### src/rtl/core/ttg_pkg.sv
// ----------------------------------------------------------------------------
// ttg_pkg
// shared types and constants of the triangle tangent generator
// ----------------------------------------------------------------------------
package ttg_pkg;

    // partial product digit of the edge/uv multiplier
    localparam int DIGW = 16;

    // normalized component width and fraction bits of the result
    localparam int CW   = 24;
    localparam int FRAC = 15;
    localparam int TW   = 16;               // tangent component width
    localparam int QW   = 16;               // raw quotient bits
    localparam int QMW  = 15;               // saturated quotient magnitude
    localparam logic [QW-1:0] QMAX = 16'h7fff;

    // sum of squares, square root and divider widths
    localparam int SW   = 2 * CW + 2;       // sum of three squares
    localparam int SQW  = SW + 1;           // root trial width
    localparam int LW   = CW + 1;           // root (length) width
    localparam int NW   = CW + FRAC + 1;    // rounded dividend width

    typedef enum logic [2:0] {
        T_IDLE,
        T_MAC,
        T_EVAL,
        T_NSTART,
        T_NWAIT,
        T_LOAD
    } ttg_state_t;

    typedef enum logic [2:0] {
        N_IDLE,
        N_SHIFT,
        N_SQ,
        N_SQRT,
        N_DIVLD,
        N_DIV,
        N_DONE
    } ttg_nstate_t;

    typedef struct packed {
        logic done;
        logic zero;
    } ttg_norm_stat_t;

endpackage

### src/rtl/core/ttg_norm.sv
// ----------------------------------------------------------------------------
// ttg_norm
// iterative normalizer: leading-one shift, sum of squares, integer square
// root and rounded restoring division, one step per cycle
// ----------------------------------------------------------------------------
module ttg_norm
    import ttg_pkg::*;
#(
    parameter int MAG_WIDTH = 66
) (
    input  logic                 clk,
    input  logic                 rst_n,
    input  logic                 start,
    input  logic [MAG_WIDTH-1:0] mag [3],
    output ttg_norm_stat_t       stat,
    output logic [QMW-1:0]       q [3]
);

    localparam int STW = $clog2(QW);

    ttg_nstate_t          state_reg, state_next;
    logic [MAG_WIDTH-1:0] m_reg [3];
    logic [MAG_WIDTH-1:0] m_next [3];
    logic [1:0]           cnt_reg, cnt_next;
    logic                 zero_reg, zero_next;
    logic [SW-1:0]        s_reg, s_next;
    logic [SQW-1:0]       x_reg, x_next;
    logic [SQW-1:0]       r_reg, r_next;
    logic [SQW-1:0]       bit_reg, bit_next;
    logic [LW-1:0]        len_reg, len_next;
    logic [LW-1:0]        rem_reg, rem_next;
    logic [QW-1:0]        nlo_reg, nlo_next;
    logic [QW-1:0]        qsh_reg, qsh_next;
    logic [STW-1:0]       step_reg, step_next;
    logic [QMW-1:0]       q_reg [3];
    logic [QMW-1:0]       q_next [3];

    logic [MAG_WIDTH-1:0] m_or;
    logic [MAG_WIDTH-1:0] mag_or;
    logic [CW-1:0]        c_sel;
    logic [2*CW-1:0]      sq;
    logic [SW-1:0]        s_sum;
    logic [SQW-1:0]       trial;
    logic [SQW-1:0]       r_step;
    logic [NW-1:0]        num;
    logic [LW:0]          rem2;
    logic                 ge;

    assign m_or   = m_reg[0] | m_reg[1] | m_reg[2];
    assign mag_or = mag[0] | mag[1] | mag[2];
    assign c_sel  = m_reg[cnt_reg][MAG_WIDTH-1 -: CW];
    assign sq     = c_sel * c_sel;
    assign s_sum  = s_reg + SW'(sq);
    assign trial  = r_reg + bit_reg;
    assign num    = {1'b0, c_sel, {FRAC{1'b0}}} + NW'(len_reg >> 1);
    assign rem2   = {rem_reg, nlo_reg[QW-1]};
    assign ge     = rem2 >= {1'b0, len_reg};
    assign q      = q_reg;

    always_ff @(posedge clk or negedge rst_n)
    begin
        if (!rst_n)
        begin
            state_reg <= N_IDLE;
        end
        else
        begin
            state_reg <= state_next;
        end
    end

    always_ff @(posedge clk)
    begin
        m_reg    <= m_next;
        cnt_reg  <= cnt_next;
        zero_reg <= zero_next;
        s_reg    <= s_next;
        x_reg    <= x_next;
        r_reg    <= r_next;
        bit_reg  <= bit_next;
        len_reg  <= len_next;
        rem_reg  <= rem_next;
        nlo_reg  <= nlo_next;
        qsh_reg  <= qsh_next;
        step_reg <= step_next;
        q_reg    <= q_next;
    end

    always_comb
    begin
        state_next = state_reg;
        m_next     = m_reg;
        cnt_next   = cnt_reg;
        zero_next  = zero_reg;
        s_next     = s_reg;
        x_next     = x_reg;
        r_next     = r_reg;
        bit_next   = bit_reg;
        len_next   = len_reg;
        rem_next   = rem_reg;
        nlo_next   = nlo_reg;
        qsh_next   = qsh_reg;
        step_next  = step_reg;
        q_next     = q_reg;
        r_step     = '0;
        stat       = '0;

        unique case (state_reg)
            N_IDLE:
            begin
                if (start)
                begin
                    m_next = mag;
                    if (mag_or == '0)
                    begin
                        zero_next  = 1'b1;
                        state_next = N_DONE;
                    end
                    else
                    begin
                        zero_next  = 1'b0;
                        state_next = N_SHIFT;
                    end
                end
            end

            N_SHIFT:
            begin
                // bring the largest component up to the top bit
                if (m_or[MAG_WIDTH-1])
                begin
                    cnt_next   = '0;
                    s_next     = '0;
                    state_next = N_SQ;
                end
                else if (m_or[MAG_WIDTH-1 -: 8] == '0)
                begin
                    for (int k = 0; k < 3; k++)
                    begin
                        m_next[k] = m_reg[k] << 8;
                    end
                end
                else
                begin
                    for (int k = 0; k < 3; k++)
                    begin
                        m_next[k] = m_reg[k] << 1;
                    end
                end
            end

            N_SQ:
            begin
                s_next = s_sum;
                if (cnt_reg == 2'd2)
                begin
                    x_next     = SQW'(s_sum);
                    r_next     = '0;
                    bit_next   = SQW'(1) << SW;
                    state_next = N_SQRT;
                end
                else
                begin
                    cnt_next = cnt_reg + 2'd1;
                end
            end

            N_SQRT:
            begin
                // each step takes a pair of bits of the radicand and settles the next root bit
                if (x_reg >= trial)
                begin
                    x_next = x_reg - trial;
                    r_step = (r_reg >> 1) + bit_reg;
                end
                else
                begin
                    r_step = r_reg >> 1;
                end
                r_next   = r_step;
                bit_next = bit_reg >> 2;
                if (bit_reg[0])
                begin
                    len_next   = r_step[LW-1:0];
                    cnt_next   = '0;
                    state_next = N_DIVLD;
                end
            end

            N_DIVLD:
            begin
                // quotient fits in QW bits, so the upper dividend starts as remainder
                rem_next   = LW'(num[NW-1:QW]);
                nlo_next   = num[QW-1:0];
                qsh_next   = '0;
                step_next  = '0;
                state_next = N_DIV;
            end

            N_DIV:
            begin
                rem_next  = ge ? LW'(rem2 - {1'b0, len_reg}) : LW'(rem2);
                qsh_next  = {qsh_reg[QW-2:0], ge};
                nlo_next  = nlo_reg << 1;
                step_next = step_reg + STW'(1);
                if (step_reg == STW'(QW - 1))
                begin
                    q_next[cnt_reg] = (qsh_next > QMAX) ? QMAX[QMW-1:0] : qsh_next[QMW-1:0];
                    if (cnt_reg == 2'd2)
                    begin
                        state_next = N_DONE;
                    end
                    else
                    begin
                        cnt_next   = cnt_reg + 2'd1;
                        state_next = N_DIVLD;
                    end
                end
            end

            N_DONE:
            begin
                stat.done  = 1'b1;
                stat.zero  = zero_reg;
                state_next = N_IDLE;
            end

            default:
            begin
                state_next = N_IDLE;
            end
        endcase
    end

endmodule

### config.mk
export PLATFORM = sky130hd
export DESIGN_NAME = ttg_norm
export DESIGN_NICKNAME = d
export VERILOG_FILES = /design/src/rtl/core/ttg_pkg.sv /design/src/rtl/core/ttg_norm.sv
export SDC_FILE = /design/constraint.sdc
export NUM_CORES = 2
export LEC_CHECK = 0
export ABC_AREA = 0
export BUFFER_PORTS_ARGS = -buffer_cell sky130_fd_sc_hd__buf_2
export CELL_PAD_IN_SITES_DETAIL_PLACEMENT = 0
export CELL_PAD_IN_SITES_GLOBAL_PLACEMENT = 1
export CORE_ASPECT_RATIO = 1.25
export CORE_MARGIN = 1.5
export CORE_UTILIZATION = 45
export DETAILED_ROUTE_END_ITERATION = 8
export GPL_TIMING_DRIVEN = 1
export PLACE_DENSITY_LB_ADDON = 0.1
export SLEW_MARGIN = 20
export SYNTH_ARGS = -nofsm -noshare
export SYNTH_HDL_FRONTEND = slang
export SYNTH_SLANG_ARGS = --single-unit
### constraint.sdc
create_clock -name clk -period 13.2 [get_ports clk]
set_input_delay 1.32 -clock clk [delete_from_list [all_inputs] [get_ports clk]]
set_output_delay 1.32 -clock clk [all_outputs]
set_load 0.005 [all_outputs]
==> impl_metrics.toml <==
[setup_path]
critPathKind = "flop to flop"
start_kind = "flop"
r2r_start = "cnt_reg[1]$_SDFFCE_PN0P_"
rr_endpoint = "s_reg[49]$_SDFFCE_PN0P_"
critPathMaxFanout = 27
crit_required_ps = 13590
cp-end-kind = "flop"
reg2regPathDepth = 27
worst-r2r-setup-slack_ps = 2240
worst_ep_arrival_time_ps = 11350

[final_layout]
n_fill_cell = 10200
largest_reg_flops = 198
regArea_um2 = 15400
multi_input_area_um2 = 29800
area_delta_synth_final_pct = 9.58
final_cells = 6703
drive_gt1_share_pct = 8.88
finalNetCount = 6213

[route]
vias_per_cell = 5.56
ant_nets = 0
route.detailed.drc = 0
drt-total-wl_um = 157000
drtIter0Drc = 2856
dr.pass1.iters = 7
via_count = 37300
wl_per_cell_um = 23.4

[floorplan]
core_um2 = 107000
die_h_um = 371
initial_core_util_pct = 45.5
rows = 134
dieArea_um2 = 110000
die_w_um = 297
io_pins = 248

[synth]
netlist_area_um2 = 48800
ys_warn_count = 0
synth_edf_count = 509
synth_area_leader_cell = "edfxtp_1"
avgSynthCellArea_um2 = 9.60
postSynthCellCount = 5082
synth_area_leaders = "edfxtp_1 (31%), fa_1 (19%), ha_1 (8.1%)"
synth.distinct_cells = 85
ys_ff_latch = 512
syn-num-nets = 6070
synth_flop_cell = "edfxtp_1"
synthArstFlopShare_pct = 0.586
yosysTopAreaCellShare_pct = 31.3
seq_area_frac_synth_pct = 31.5

[clocking]
cts_repair_resize_count = 0
htreeDepth = 2
clock_latency_ps = 670
cts_buffers = 56
cts_sinks = 512
cts_hold_buf = 0
cts-root-buf = "clkbuf_16"
clk_path_buf_depth = 3
clk_pin_slew_worst_paths_ps = 70
cts_setup_buffers = 0
cts_tree = "done"

[global_route]
grt_pass1_wl_um = 239000
grt_start_max_net_pins = 266
antenna_found_initial = 10
grt_usage_pct = 28.6
grt_pass1_vias = 38600
grt_overflow = 0

[pwr]
p_leak_nw = 24.4
ir_drop_v = 0.000104
cellPowerDensity_nw_per_um2 = 66.8
power.total_mw = 3.57

[sta]
fin_skew_ps = 38.2
max_freq_mhz = 91.2
finalSetupViolations = 0
relSlewSlack_pct = 15.0
drv_slew = 0
period_minus_slack_ps = 10960
grt_setup_unrepaired = "false"
tns_ps = 0
worst_pin_slew_ps = 1260
fin_crit_sh_pct = 83.0
finalHoldViolations = 0

[worst_hold_path]
hold_path_class = "input pin to asynchronous set/reset pin"

[job]
drv_cap = 0

[placed_design]
placedCellCount = 6595
io_buffers = 247
gp_congestion = 0.963
dp_hpwl_um = 122000

[outcome]
outcome = "complete, no violations"
metal layers:
layer  GRT usage, %  vias up  share of wire [%]
met5              0        -              0.043
met4           10.8       10                4.1
met3           3.08      273                4.5
met2           50.6     1030                 50
met1           36.0    18500                 42
li1               -    17400                  -
where the power goes:
| group | leakage [nW] | switching, mW | internal (mW) | total, mW |
|---|---|---|---|---|
| logic | 18.7 | 0.0512 | 0.0335 | 0.0847 |
| clock network | 0.938 | 0.758 | 0.958 | 1.72 |
| registers | 4.69 | 0 | 1.77 | 1.77 |
worst max-delay path by stage:
stage	startpoint	endpoint	slack (ps)	depth (start not counted)
4_1_cts	cnt_reg[1]$_SDFFCE_PN0P_	s_reg[49]$_SDFFCE_PN0P_	2410	27
6_report	cnt_reg[1]$_SDFFCE_PN0P_	s_reg[49]$_SDFFCE_PN0P_	2240	27
2_1_floorplan	state_reg[1]$_DFFE_PN0P_	m_reg[0]$_SDFFCE_PN0P_	1970	4
3_5_place_dp	cnt_reg[1]$_SDFFCE_PN0P_	s_reg[49]$_SDFFCE_PN0P_	2400	27
3_3_place_gp	cnt_reg[1]$_SDFFCE_PN0P_	s_reg[49]$_SDFFCE_PN0P_	2610	27
5_1_grt	cnt_reg[1]$_SDFFCE_PN0P_	s_reg[49]$_SDFFCE_PN0P_	1640	27
through the flow:
step                hold slack (ps)  area, um^2  util [%]  worst slack [ps]
floorplan                       484       48800         -              1970
global placement                500       51500      48.0              2610
detailed placement              512       51500      48.0              2400
finish                          470       53400      49.9              2240
global route                    445       53400      49.9              1640
CTS                             431       53400      49.9              2410
placed cells by master, fill, tap and decap left out, types with 8 or more instances in the layout:
cell type / count
a21oi_1: 229
clkinv_2: 10
buf_2: 247
and3_1: 49
or3_1: 16
a21oi_2: 9
fa_1: 470
ha_1: 317
nor3_1: 65
clkinv_1: 11
buf_4: 47
a21o_1: 87
a31oi_1: 59
clkbuf_16: 57
bufinv_16: 8
nand4_1: 49
a211oi_1: 24
mux2i_1: 216
and2_1: 50
o211ai_1: 13
o21bai_1: 31
or2_2: 20
xor2_1: 105
nand2_1: 625
o21ai_0: 357
nor2b_1: 26
xnor2_1: 116
nand2b_1: 41
edfxtp_1: 509
o21a_1: 17
inv_1: 764
a21boi_0: 23
nand3_1: 35
nor4_1: 62
nor2_1: 330
a31o_2: 14
o31ai_1: 9
worst max-delay path, stage by stage (launching register included):
cell,delay (ps)
edfxtp_1,860
inv_1,240
nor2_2,810
a21o_1,930
inv_1,530
nor2_1,490
fa_1,460
inv_1,80
fa_1,450
inv_1,100
fa_1,450
fa_1,560
fa_1,440
fa_1,510
inv_1,50
fa_1,470
inv_1,40
ha_1,390
a21oi_1,360
nand2_1,110
a211o_1,290
a2111oi_0,630
nor2_1,380
a211oi_2,330
nor2_1,100
a311o_1,400
xor2_1,160
nor2_1,60
final cells by class:
cell class / count / share of cell area [%]
multi-input combinational: 3588 / 55.7
timing repair buffer: 297 / 3.09
sequential: 512 / 28.7
clock buffer: 62 / 2.70
inverter: 770 / 5.41
antenna: 2 / 0.00937
tap: 1428 / 3.34
clock inverter: 44 / 0.962
kinds of logic after synthesis:
| family | count (synthesis) | share of synthesized area [%] |
|---|---|---|
| AND/OR/NAND/NOR | 1398 | 12.9 |
| AO/OA/AOI/OAI | 966 | 12.2 |
| buffers and inverters | 982 | 7.62 |
| XOR/XNOR | 221 | 3.97 |
| flip-flops | 512 | 31.5 |
| multiplexers | 216 | 4.43 |
| adder cells (fa/ha/maj) | 787 | 27.4 |
cell usage after synthesis, types with 5 or more instances:
| master | number |
|---|---|
| a2111o_1 | 6 |
| mux2i_1 | 216 |
| nor2b_1 | 28 |
| o31a_1 | 7 |
| nor2_1 | 331 |
| inv_1 | 765 |
| or3_1 | 16 |
| nand2_1 | 626 |
| a21boi_0 | 24 |
| o21bai_1 | 32 |
| and4_1 | 5 |
| buf_1 | 25 |
| o211ai_1 | 13 |
| and2_1 | 51 |
| a221o_1 | 5 |
| nand2b_1 | 41 |
| xnor2_1 | 116 |
| and3_1 | 50 |
| clkbuf_1 | 172 |
| nor3b_1 | 5 |
| o21ai_0 | 357 |
| o22ai_1 | 6 |
| a31oi_1 | 59 |
| xor2_1 | 105 |
| a21o_1 | 87 |
| a31o_2 | 14 |
| buf_2 | 12 |
| ha_1 | 317 |
| a41oi_1 | 5 |
| nor3_1 | 66 |
| a21oi_1 | 233 |
| nand4_1 | 49 |
| or2_2 | 20 |
| o21a_1 | 18 |
| fa_1 | 470 |
| a21oi_2 | 7 |
| a211oi_1 | 24 |
| edfxtp_1 | 509 |
| o31ai_1 | 9 |
| nor4_1 | 62 |
| nand3_1 | 35 |
Power figures use the tool's default switching activity.
